File: config.mk
export PLATFORM = sky130hd
export DESIGN_NAME = base64url_stream_decoder_top
export DESIGN_NICKNAME = d
export VERILOG_FILES = /design/src/rtl/b64d_pkg.sv /design/src/rtl/b64d_front.sv /design/src/rtl/b64d_queue.sv /design/src/rtl/b64d_back.sv /design/src/rtl/base64url_stream_decoder_top.sv
export SDC_FILE = /design/constraint.sdc
export NUM_CORES = 1
export LEC_CHECK = 0
export ABC_AREA = 1
export BUFFER_PORTS_ARGS = -buffer_cell sky130_fd_sc_hd__buf_4
export CORE_MARGIN = 2
export CORE_UTILIZATION = 60
export CTS_CLUSTER_SIZE = 8
export DETAILED_ROUTE_END_ITERATION = 8
export GPL_TIMING_DRIVEN = 0
export PLACE_DENSITY = 0.81
export SYNTH_ARGS = -nofsm -noshare
export SYNTH_HDL_FRONTEND = slang
export SYNTH_SLANG_ARGS = --single-unit
File: constraint.sdc
create_clock -name aclk -period 2 [get_ports aclk]
set_clock_uncertainty 0.05 [all_clocks]
set_input_delay 0 -clock aclk [delete_from_list [all_inputs] [get_ports aclk]]
set_output_delay 0 -clock aclk [all_outputs]
set_load 0.01 [all_outputs]
File: src/rtl/b64d_pkg.sv
`default_nettype none

package b64d_pkg;

    localparam int unsigned SEXTET_W = 6;
    localparam int unsigned PHASE_W  = 2;
    localparam int unsigned BYTE_W   = 8;

    // Depth of the queue between the character front and the byte back end.
    localparam int unsigned QUEUE_DEPTH = 4;
    localparam int unsigned QUEUE_AW    = $clog2(QUEUE_DEPTH);

    localparam logic [7:0] CHAR_UPPER_A = 8'h41;
    localparam logic [7:0] CHAR_UPPER_Z = 8'h5A;
    localparam logic [7:0] CHAR_LOWER_A = 8'h61;
    localparam logic [7:0] CHAR_LOWER_Z = 8'h7A;
    localparam logic [7:0] CHAR_DIGIT_0 = 8'h30;
    localparam logic [7:0] CHAR_DIGIT_9 = 8'h39;
    localparam logic [7:0] CHAR_DASH    = 8'd45;
    localparam logic [7:0] CHAR_USCORE  = 8'h5F;

    localparam logic [SEXTET_W-1:0] SEXTET_DASH   = 6'd62;
    localparam logic [SEXTET_W-1:0] SEXTET_USCORE = 6'd63;
    localparam logic [SEXTET_W-1:0] LOWER_OFFSET  = 6'd26;
    localparam logic [SEXTET_W-1:0] DIGIT_OFFSET  = 6'd52;

    localparam logic [PHASE_W-1:0] PHASE_FIRST  = 2'd0;
    localparam logic [PHASE_W-1:0] PHASE_SECOND = 2'd1;
    localparam logic [PHASE_W-1:0] PHASE_THIRD  = 2'd2;
    localparam logic [PHASE_W-1:0] PHASE_FOURTH = 2'd3;

    // One classified character as it travels from the front to the back end.
    typedef struct packed {
        logic [SEXTET_W-1:0] sextet;
        logic                valid_char;
        logic                last;
    } char_entry_t;

    typedef struct packed {
        logic [BYTE_W-1:0] data_byte;
        logic              end_of_message;
        logic              bad_text;
    } result_t;

    // Maps one character to its sextet; invalid characters give zero.
    function automatic char_entry_t classify(input logic [7:0] ch, input logic last);
        char_entry_t e;
        logic [7:0]  diff;
        e.sextet     = '0;
        e.valid_char = 1'b1;
        e.last       = last;
        diff         = '0;
        if (ch inside {[CHAR_UPPER_A:CHAR_UPPER_Z]}) begin
            diff     = ch - CHAR_UPPER_A;
            e.sextet = diff[SEXTET_W-1:0];
        end else if (ch inside {[CHAR_LOWER_A:CHAR_LOWER_Z]}) begin
            diff     = ch - CHAR_LOWER_A;
            e.sextet = diff[SEXTET_W-1:0] + LOWER_OFFSET;
        end else if (ch inside {[CHAR_DIGIT_0:CHAR_DIGIT_9]}) begin
            diff     = ch - CHAR_DIGIT_0;
            e.sextet = diff[SEXTET_W-1:0] + DIGIT_OFFSET;
        end else if (ch == CHAR_DASH) begin
            e.sextet = SEXTET_DASH;
        end else if (ch == CHAR_USCORE) begin
            e.sextet = SEXTET_USCORE;
        end else begin
            e.valid_char = 1'b0;
        end
        return e;
    endfunction

endpackage

`default_nettype wire

File: src/rtl/b64d_front.sv
`default_nettype none

module b64d_front (
    input  wire logic                 aclk,
    input  wire logic                 aresetn,
    input  wire logic                 s_valid,
    output logic                      s_ready,
    input  wire logic [7:0]           s_symbol,
    input  wire logic                 s_end_of_text,
    input  wire logic                 queue_full,
    output logic                      push,
    output b64d_pkg::char_entry_t     push_entry
);

    // Registered classification stage: the decoded character waits here
    // until the queue has room for it.
    logic                  stage_valid_reg;
    logic                  stage_valid_next;
    b64d_pkg::char_entry_t stage_entry_reg;

    assign push    = stage_valid_reg && !queue_full;
    assign s_ready = !stage_valid_reg || !queue_full;

    always_comb begin
        stage_valid_next = stage_valid_reg;
        if (push) begin
            stage_valid_next = 1'b0;
        end
        if (s_valid && s_ready) begin
            stage_valid_next = 1'b1;
        end
    end

    always_ff @(posedge aclk) begin
        if (!aresetn) begin
            stage_valid_reg <= 1'b0;
        end else begin
            stage_valid_reg <= stage_valid_next;
        end
        if (s_valid && s_ready) begin
            stage_entry_reg <= b64d_pkg::classify(s_symbol, s_end_of_text);
        end
    end

    assign push_entry = stage_entry_reg;

endmodule

`default_nettype wire

File: src/rtl/b64d_queue.sv
`default_nettype none

module b64d_queue (
    input  wire logic                  aclk,
    input  wire logic                  aresetn,
    input  wire logic                  push,
    input  wire b64d_pkg::char_entry_t push_entry,
    output logic                       full,
    input  wire logic                  pop,
    output logic                       not_empty,
    output b64d_pkg::char_entry_t      head_entry
);

    localparam int unsigned AW = b64d_pkg::QUEUE_AW;

    b64d_pkg::char_entry_t entry_reg [b64d_pkg::QUEUE_DEPTH];

    // Pointers carry one extra bit to tell full from empty.
    logic [AW:0] wr_ptr_reg;
    logic [AW:0] wr_ptr_next;
    logic [AW:0] rd_ptr_reg;
    logic [AW:0] rd_ptr_next;

    assign not_empty  = wr_ptr_reg != rd_ptr_reg;
    assign full       = (wr_ptr_reg[AW] != rd_ptr_reg[AW]) &&
                        (wr_ptr_reg[AW-1:0] == rd_ptr_reg[AW-1:0]);
    assign head_entry = entry_reg[rd_ptr_reg[AW-1:0]];

    always_comb begin
        wr_ptr_next = wr_ptr_reg;
        rd_ptr_next = rd_ptr_reg;
        if (push && !full) begin
            wr_ptr_next = wr_ptr_reg + 1'b1;
        end
        if (pop && not_empty) begin
            rd_ptr_next = rd_ptr_reg + 1'b1;
        end
    end

    always_ff @(posedge aclk) begin
        if (!aresetn) begin
            wr_ptr_reg <= '0;
            rd_ptr_reg <= '0;
        end else begin
            wr_ptr_reg <= wr_ptr_next;
            rd_ptr_reg <= rd_ptr_next;
        end
        if (push && !full) begin
            entry_reg[wr_ptr_reg[AW-1:0]] <= push_entry;
        end
    end

endmodule

`default_nettype wire

File: src/rtl/b64d_back.sv
`default_nettype none

module b64d_back (
    input  wire logic                  aclk,
    input  wire logic                  aresetn,
    input  wire logic                  not_empty,
    input  wire b64d_pkg::char_entry_t head_entry,
    output logic                       pop,
    output logic                       m_valid,
    input  wire logic                  m_ready,
    output logic [7:0]                 m_data_byte,
    output logic                       m_end_of_message,
    output logic                       m_bad_text
);

    logic [b64d_pkg::PHASE_W-1:0]  phase_reg;
    logic [b64d_pkg::PHASE_W-1:0]  phase_next;
    logic [b64d_pkg::SEXTET_W-1:0] prev_reg;
    logic [b64d_pkg::SEXTET_W-1:0] prev_next;
    logic                          error_reg;
    logic                          error_next;
    logic                          out_valid_reg;
    logic                          out_valid_next;
    b64d_pkg::result_t             out_reg;
    b64d_pkg::result_t             out_next;

    logic [b64d_pkg::BYTE_W-1:0]   assembled;
    logic                          error_now;
    logic                          emit;

    // A character is taken whenever the output register is free or is being
    // emptied in the same cycle.
    assign pop = not_empty && (!out_valid_reg || m_ready);

    always_comb begin
        case (phase_reg)
            b64d_pkg::PHASE_SECOND: assembled = {prev_reg, head_entry.sextet[5:4]};
            b64d_pkg::PHASE_THIRD:  assembled = {prev_reg[3:0], head_entry.sextet[5:2]};
            b64d_pkg::PHASE_FOURTH: assembled = {prev_reg[1:0], head_entry.sextet};
            default:                assembled = '0;
        endcase
    end

    always_comb begin
        error_now      = error_reg || !head_entry.valid_char;
        emit           = 1'b0;
        phase_next     = phase_reg;
        prev_next      = prev_reg;
        error_next     = error_reg;
        out_valid_next = out_valid_reg && !m_ready;
        out_next       = out_reg;
        if (pop) begin
            if (head_entry.last) begin
                emit                    = 1'b1;
                out_next.end_of_message = 1'b1;
                out_next.bad_text       = error_now || (phase_reg == b64d_pkg::PHASE_FIRST);
                out_next.data_byte      = out_next.bad_text ? '0 : assembled;
                phase_next              = b64d_pkg::PHASE_FIRST;
                prev_next               = '0;
                error_next              = 1'b0;
            end else begin
                emit                    = (phase_reg != b64d_pkg::PHASE_FIRST) && !error_now;
                out_next.end_of_message = 1'b0;
                out_next.bad_text       = 1'b0;
                out_next.data_byte      = assembled;
                phase_next              = phase_reg + 1'b1;
                prev_next               = head_entry.sextet;
                error_next              = error_now;
            end
            if (!emit) begin
                out_next = out_reg;
            end
            out_valid_next = emit || (out_valid_reg && !m_ready);
        end
    end

    always_ff @(posedge aclk) begin
        if (!aresetn) begin
            phase_reg     <= b64d_pkg::PHASE_FIRST;
            prev_reg      <= '0;
            error_reg     <= 1'b0;
            out_valid_reg <= 1'b0;
        end else begin
            phase_reg     <= phase_next;
            prev_reg      <= prev_next;
            error_reg     <= error_next;
            out_valid_reg <= out_valid_next;
        end
        out_reg <= out_next;
    end

    assign m_valid          = out_valid_reg;
    assign m_data_byte      = out_reg.data_byte;
    assign m_end_of_message = out_reg.end_of_message;
    assign m_bad_text       = out_reg.bad_text;

endmodule

`default_nettype wire

File: src/rtl/base64url_stream_decoder_top.sv
`default_nettype none

// Channel   Direction  Handshake          Payload
// s_        in         s_valid/s_ready    s_symbol[7:0], s_end_of_text
// m_        out        m_valid/m_ready    m_data_byte[7:0], m_end_of_message, m_bad_text
//
// One character is accepted per clock while s_ready is high. A character passes through the
// classification register, then the queue, then the output register that drives m_valid.
// The back end retires one queued character per cycle while its output register is free
// or m_ready is high.
// Reset (aresetn, synchronous, active low) empties the queue and clears phase,
// previous sextet and error flag. A stalled output lets the queue fill up to its
// four entries, and then the classification register, before s_ready drops.

module base64url_stream_decoder_top (
    input  wire logic       aclk,
    input  wire logic       aresetn,
    input  wire logic       s_valid,
    output logic            s_ready,
    input  wire logic [7:0] s_symbol,
    input  wire logic       s_end_of_text,
    output logic            m_valid,
    input  wire logic       m_ready,
    output logic [7:0]      m_data_byte,
    output logic            m_end_of_message,
    output logic            m_bad_text
);

    logic                  push;
    logic                  queue_full;
    logic                  pop;
    logic                  queue_not_empty;
    b64d_pkg::char_entry_t push_entry;
    b64d_pkg::char_entry_t head_entry;

    b64d_front u_front (
        .aclk          (aclk),
        .aresetn       (aresetn),
        .s_valid       (s_valid),
        .s_ready       (s_ready),
        .s_symbol      (s_symbol),
        .s_end_of_text (s_end_of_text),
        .queue_full    (queue_full),
        .push          (push),
        .push_entry    (push_entry)
    );

    b64d_queue u_queue (
        .aclk       (aclk),
        .aresetn    (aresetn),
        .push       (push),
        .push_entry (push_entry),
        .full       (queue_full),
        .pop        (pop),
        .not_empty  (queue_not_empty),
        .head_entry (head_entry)
    );

    b64d_back u_back (
        .aclk             (aclk),
        .aresetn          (aresetn),
        .not_empty        (queue_not_empty),
        .head_entry       (head_entry),
        .pop              (pop),
        .m_valid          (m_valid),
        .m_ready          (m_ready),
        .m_data_byte      (m_data_byte),
        .m_end_of_message (m_end_of_message),
        .m_bad_text       (m_bad_text)
    );

endmodule

`default_nettype wire
==> flow_summary.ini, run 1 <==
[worst_setup_path]
cp_slowest_cell = a21oi_2
r2r-start = u_queue.wr_ptr_reg[0]$_SDFFE_PN0P_
rr_worst_depth = 4
cp_max_fo = 8
cp.arrival_ns = 1.78
rr_endpoint = u_front.push_entry[6]$_DFFE_PP_
path_cells = xnor2_1 -> nand3b_1 -> nand2_2 -> a21oi_2
worst_setup_path_start_kind = flip-flop
crit_type = reg2reg
cp-end-kind = flip-flop
r2r_slack_ns = 0.15
slowest_delay_ns = 0.49
critPathRequiredTime_ns = 1.92

[global_route]
grt_usage_pct = 23.4
grt_overflow_total = 0
antenna_found_initial = 0
grt_max_degree = 12
grt_pass1_vias = 2746
grt_first_pass_wirelength_um = 12800

[synthesis]
synth.cell_area_um2 = 3740
synth_top_family_by_area = simple AND/OR/NAND/NOR gates
ys_ff_latch = 69
synthMuxAreaShare_pct = 0
syn_inst = 432
yosysSeqAreaShare_pct = 50.4
yosysUniqueCellTypes = 30
synthXorXnorAreaFrac_pct = 2.58
synth_compound_area_share_pct = 5.89
yosys_warnings = 0
synth_nets = 463
syn_avg_cell_area_um2 = 8.65
synth_fa_ha_area_share_pct = 6.03
synthSimpleGateAreaFrac_pct = 27.3

[sta]
fmax_mhz = 539
setup_tns_ns = 0
tightest_slew_ns = 0.551
final.min_clock_period_ns = 1.85
final_max_slew_viol_count = 0
period_share_pct = 92.7
finalHoldViolations = 0
timing.slew.headroom_pct = 63.2
setup_viol = 0

[finish]
multi_input_area_um2 = 1580
nets = 501
area_growth_pct = 13.7
n_antenna_cell = 0
area.sequential_um2 = 1880
fill_cells = 473
drive_gt1_share_pct = 16.2
final_core_util_pct = 71.3
largest_reg_flops = 32

[outcome]
status = finished, final reports clean

[cts]
clkSinkCount = 69
cts_tree = yes
clk_latency_ns = 0.34
cts-root-buf = clkbuf_8
cts_buffers = 9
path_clk_slew_ns = 0.07
htreeDepth = 3
cts.path.max_buffers = 2

[pwr]
power_leakage_nw = 1.91
powerDensity_nw_per_um2 = 1210
irDropWorstVdd_v = 0.000793

[route]
drc = 0
wirelength_um = 7620
drtIter0Drc = 159
vias = 2923
vias_per_cell = 5.31
wire_per_inst_um = 13.9
postRouteAntennaNets = 0
first_pass_iters = 4

[flow_run]
max_cap_viol_count = 0

[floorplan]
start_util_pct = 62.7
fp.dieH_um = 82.9
dieArea_um2 = 6870
core_area_um2 = 5960
pin_count = 25
rows = 28
die_x_um = 82.9

[placement]
hpwl_um = 5610
portBuffers = 23
globalplace.congestion = 0.920

[min_path]
worst_hold_path_type = in2reg
whs_path_depth = 4
holdCritStartpoint = s_symbol[0]
hold_end = u_front.push_entry[2]$_DFFE_PP_
stage by stage:
stage / setup WS [ns] / hold slack [ns] / total power, W / instance area, um^2 / std cells
4_1_cts: -0.0674 / 0.0145 / 0.00515 / 4240 / 550
2_1_floorplan: 0.326 / 0.0489 / 0.00344 / 3740 / 432
3_5_place_dp: -0.0464 / 0.130 / 0.00405 / 4000 / 530
3_3_place_gp: 0.00251 / 0.128 / 0.00396 / 4000 / 530
6_report: 0.145 / 0.0258 / 0.00515 / 4250 / 550
5_1_grt: -0.0103 / 0.0333 / 0.00550 / 4250 / 550
cells in the final DEF (no fill, tap or decap), types with 3 or more instances in the layout:
cell type / instances
edfxtp_1: 50
o21ai_0: 12
nand3_1: 33
o21ai_1: 5
dfxtp_1: 19
inv_2: 7
nor2_4: 3
buf_4: 24
a21oi_2: 3
clkbuf_8: 10
nand4_1: 4
ha_1: 18
o22ai_1: 6
nor2_1: 52
inv_1: 47
nand2_2: 6
nand2_1: 115
a21oi_1: 15
xor2_1: 8
dlygate4sd3_1: 4
buf_6: 6
nor2_2: 5
xnor2_1: 3
nand2_4: 3
logic make-up after synthesis:
logic type      count (synthesis)
simple gates                  229
compound gates                 41
xor+xnor                       11
flops                          69
fa+ha+maj                      18
buf+inv                        64
layout make-up:
class / instances / share of cell area [%]
Clock inverter: 4 / 1.12
Sequential cell: 69 / 44.3
Inverter: 56 / 5.01
Timing Repair Buffer: 27 / 5.01
Clock buffer: 12 / 3.42
Multi-Input combinational cell: 299 / 37.1
Tap cell: 75 / 2.21
Buffer: 8 / 1.88
routing by layer:
layer / global-route usage (%) / part of all wire, %
met3: 3.88 / 4.3
met4: 9.09 / 2.1
met2: 40.5 / 51
met5: 0 / 0
met1: 29.2 / 43
worst max-delay path: cells and delay by family, from the launching register on:
family	cells	cell delay, ns
AO/OA/AOI/OAI	1	0.49
flip-flops	1	0.46
AND/OR/NAND/NOR	2	0.35
XOR/XNOR	1	0.13
what timing repair did:
item,4_1_cts,5_1_grt
hold buffers,4,0
setup endpoints to repair,40,40
endpoints found under the hold margin,12,0
buffers inserted,0,0
resized for setup,0,5
where the power goes:
group	switching [W]	internal [W]
sequential	0.000126	0.00187
combinational	0.00131	0.000735
clock	0.000499	0.000607
total	0.00194	0.00321
how the worst max path moves through the flow:
stage                                                   from                             endpoint  slack [ns]  cells past startpoint
after floorplan           u_queue.rd_ptr_reg[2]$_SDFFE_PN0P_      u_front.push_entry[0]$_DFFE_PP_        0.33                      4
after global placement    u_queue.wr_ptr_reg[0]$_SDFFE_PN0P_  u_front.push_entry[1]$_SDFFCE_PP1P_       0.003                      4
after detailed placement  u_queue.wr_ptr_reg[0]$_SDFFE_PN0P_  u_front.push_entry[1]$_SDFFCE_PP1P_       -0.05                      4
after CTS                 u_queue.wr_ptr_reg[0]$_SDFFE_PN0P_    u_queue.entry_reg[1][6]$_DFFE_PP_       -0.07                      4
after global routing      u_queue.wr_ptr_reg[0]$_SDFFE_PN0P_      u_front.push_entry[6]$_DFFE_PP_       -0.01                      4
final                     u_queue.wr_ptr_reg[0]$_SDFFE_PN0P_      u_front.push_entry[6]$_DFFE_PP_        0.15                      4
synthesized netlist by cell type:
cell	instances	share of area (%)
buf_2	1	0.13
inv_1	47	4.7
buf_4	1	0.20
xor2_1	8	1.9
o21ai_1	5	0.67
nor2_1	56	5.6
dfxtp_1	19	10
nand4_1	4	0.67
xnor2_1	3	0.70
nand3_1	33	4.4
nand3_2	2	0.54
nand2_4	3	0.90
a21oi_1	16	2.1
nor2_4	3	0.90
nand3b_1	2	0.40
nand2_1	115	12
clkinv_1	1	0.10
nand2b_4	1	0.37
o21ai_0	12	1.6
edfxtp_1	50	40
a21oi_2	2	0.47
nand2_2	6	1.0
nor3_1	2	0.27
nor2_2	1	0.17
ha_1	18	6.0
inv_2	7	0.70
o22ai_1	6	1.0
buf_6	6	1.8
nand3_4	1	0.47
inv_4	1	0.17
No activity file was read; power rests on OpenSTA's default activity.
==> run 2: changes to the inputs <==
--- a/config.mk
+++ b/config.mk
@@ -8,6 +8,8 @@
 export ABC_AREA = 1
 export BUFFER_PORTS_ARGS = -buffer_cell sky130_fd_sc_hd__buf_4
+export CAP_MARGIN = 10
 export CORE_MARGIN = 2
 export CORE_UTILIZATION = 60
+export CTS_CLUSTER_DIAMETER = 40
 export CTS_CLUSTER_SIZE = 8
 export DETAILED_ROUTE_END_ITERATION = 8
==> constraint.sdc (replaced) <==
create_clock -name aclk -period 2 [get_ports aclk]
set_clock_uncertainty 0.05 [all_clocks]
set_input_delay 0.4 -clock aclk [delete_from_list [all_inputs] [get_ports aclk]]
set_output_delay 0.4 -clock aclk [all_outputs]
set_load 0.01 [all_outputs]
==> run 2 against run 1 <==
  * Cell count shrank 0.55%
  * Sequential power hardly changed
  * Sequential share of layout area rose by 0.36 points
  * Sequential cell count unchanged
  * Fmax decreased by 0.26%
  * Die area stayed put
  * Largest power group unchanged
  * First-iteration DRC count up 11%
  * Global-route usage decreased by 0.085 points
  * Register-to-register slack improved by 0.03 ns
==> flow_summary.ini, run 2 (synthesis results as in run 1) <==
[outcome]
status = finished, final reports clean

[sta]
setup_tns_ns = 0
period_share_pct = 93.0
fmax_mhz = 538
finalHoldViolations = 0
setup_viol = 0
worst_hold_slack_ns = 0.190
rsz0062_at_grt = no
timing.slew.headroom_pct = 63.1
final.min_clock_period_ns = 1.86
final_max_slew_viol_count = 0
tightest_slew_ns = 0.553

[cts]
clk_latency_ns = 0.34
cts_tree = yes
clkSinkCount = 69
postCtsHoldBufs = 0
path_clk_slew_ns = 0.08
htreeDepth = 3
cts_buffers = 9
cts.path.max_buffers = 2
cts-root-buf = clkbuf_8

[pwr]
powerDensity_nw_per_um2 = 1220
total_power_w = 0.00516
irDropWorstVdd_v = 0.000796
power_leakage_nw = 1.90

[route]
vias = 2934
first_pass_iters = 5
drtIter0Drc = 177
wire_per_inst_um = 14.0
postRouteAntennaNets = 0
drc = 0
vias_per_cell = 5.36
wirelength_um = 7670

[global_route]
grt-busiest-layer = met2
grt_pass1_vias = 2746
grt_usage_pct = 23.3
grt_first_pass_wirelength_um = 12700
grt_use_met1_pct = 29.0
grtUsageMet2_pct = 40.3
antenna_found_initial = 0
use_met3_pct = 4.08
grt_max_degree = 12
grt_overflow_total = 0

[floorplan]
dieArea_um2 = 6870
core_area_um2 = 5960
start_util_pct = 62.7
fp.dieH_um = 82.9
die_x_um = 82.9
pin_count = 25
rows = 28

[finish]
final_cell_mix = nand2_1, nor2_1, edfxtp_1
area_growth_pct = 12.9
final_common_cell = nand2_1
largest_reg_flops = 32
drive_gt1_share_pct = 16.7
n_antenna_cell = 0
final_cells = 547
nets = 498

[placement]
dp.cells = 530
hpwl_um = 5610
portBuffers = 23
globalplace.congestion = 0.920

[worst_setup_path]
rr_endpoint = u_back.m_data_byte[4]$_DFFE_PP_
endpoint = s_ready
crit_start = u_queue.wr_ptr_reg[1]$_SDFFE_PN0P_
cp.arrival_ns = 1.41
crit_type = reg2out
cp_max_fo = 5
cp-end-kind = output port
rr_worst_depth = 8
r2r_slack_ns = 0.18
critPathRequiredTime_ns = 1.55
worst_setup_path_start_kind = flip-flop

[flow_run]
max_cap_viol_count = 0

[min_path]
worst_hold_path_type = in2reg
run 2: how the worst min path moves through the flow:
| stage | from | end | depth (start not counted) |
|---|---|---|---|
| after floorplan | u_back.prev_reg[4]$_SDFFE_PN0P_ | u_back.prev_reg[4]$_SDFFE_PN0P_ | 2 |
| after global placement | u_back.prev_reg[4]$_SDFFE_PN0P_ | u_back.prev_reg[4]$_SDFFE_PN0P_ | 2 |
| after detailed placement | u_back.prev_reg[4]$_SDFFE_PN0P_ | u_back.prev_reg[4]$_SDFFE_PN0P_ | 2 |
| after CTS | s_end_of_text | u_front.push_entry[0]$_DFFE_PP_ | 1 |
| after global routing | s_end_of_text | u_front.push_entry[0]$_DFFE_PP_ | 1 |
| final | s_end_of_text | u_front.push_entry[0]$_DFFE_PP_ | 1 |
run 2: repair_timing:
action | 4_1_cts | 5_1_grt
resized for setup | 0 | 6
endpoints found under the setup margin | 40 | 41
pin swaps | 0 | 1
setup buffers | 0 | 1
run 2: per-stage QoR:
step / setup WS [ns] / cell area [um^2] / util [%]
after floorplan: 0.291 / 3740 / -
after global placement: -0.0000177 / 4000 / 67.2
after detailed placement: -0.0464 / 4000 / 67.2
after CTS: -0.0674 / 4200 / 70.4
after global routing: 0.0323 / 4220 / 70.8
final: 0.140 / 4220 / 70.8
run 2: cell type report:
type / instances / area, um^2
buffer: 8 / 80.1
timing repair buffer: 24 / 180
sequential: 69 / 1880
tap: 75 / 93.8
clock buffer: 12 / 145
fill: 480 / 1740
multi-input combinational: 299 / 1580
clock inverter: 4 / 47.5
inverter: 56 / 213
run 2: worst max-delay path, cell delays in order (launching register included):
cell and delay, ns:
dfxtp_1 0.41, xnor2_1 0.17, nand3b_1 0.17, nand2b_4 0.18
buf_4 0.14
run 2: per-layer routing:
layer | routed length, um | vias to the layer above | share of wire [%]
met2 | 3910 | 89 | 51
met1 | 3290 | 1366 | 43
met3 | 315 | 13 | 4.1
met4 | 155 | 0 | 2.0
met5 | 0 | - | 0
li1 | - | 1466 | -
run 2: power breakdown:
group / switching (W) / internal, W / total, W / leakage, nW
clock: 0.000506 / 0.000607 / 0.00111 / 0.0964
sequential: 0.000126 / 0.00187 / 0.00199 / 0.626
combinational: 0.00132 / 0.000733 / 0.00205 / 1.17
total: 0.00195 / 0.00321 / 0.00516 / 1.90
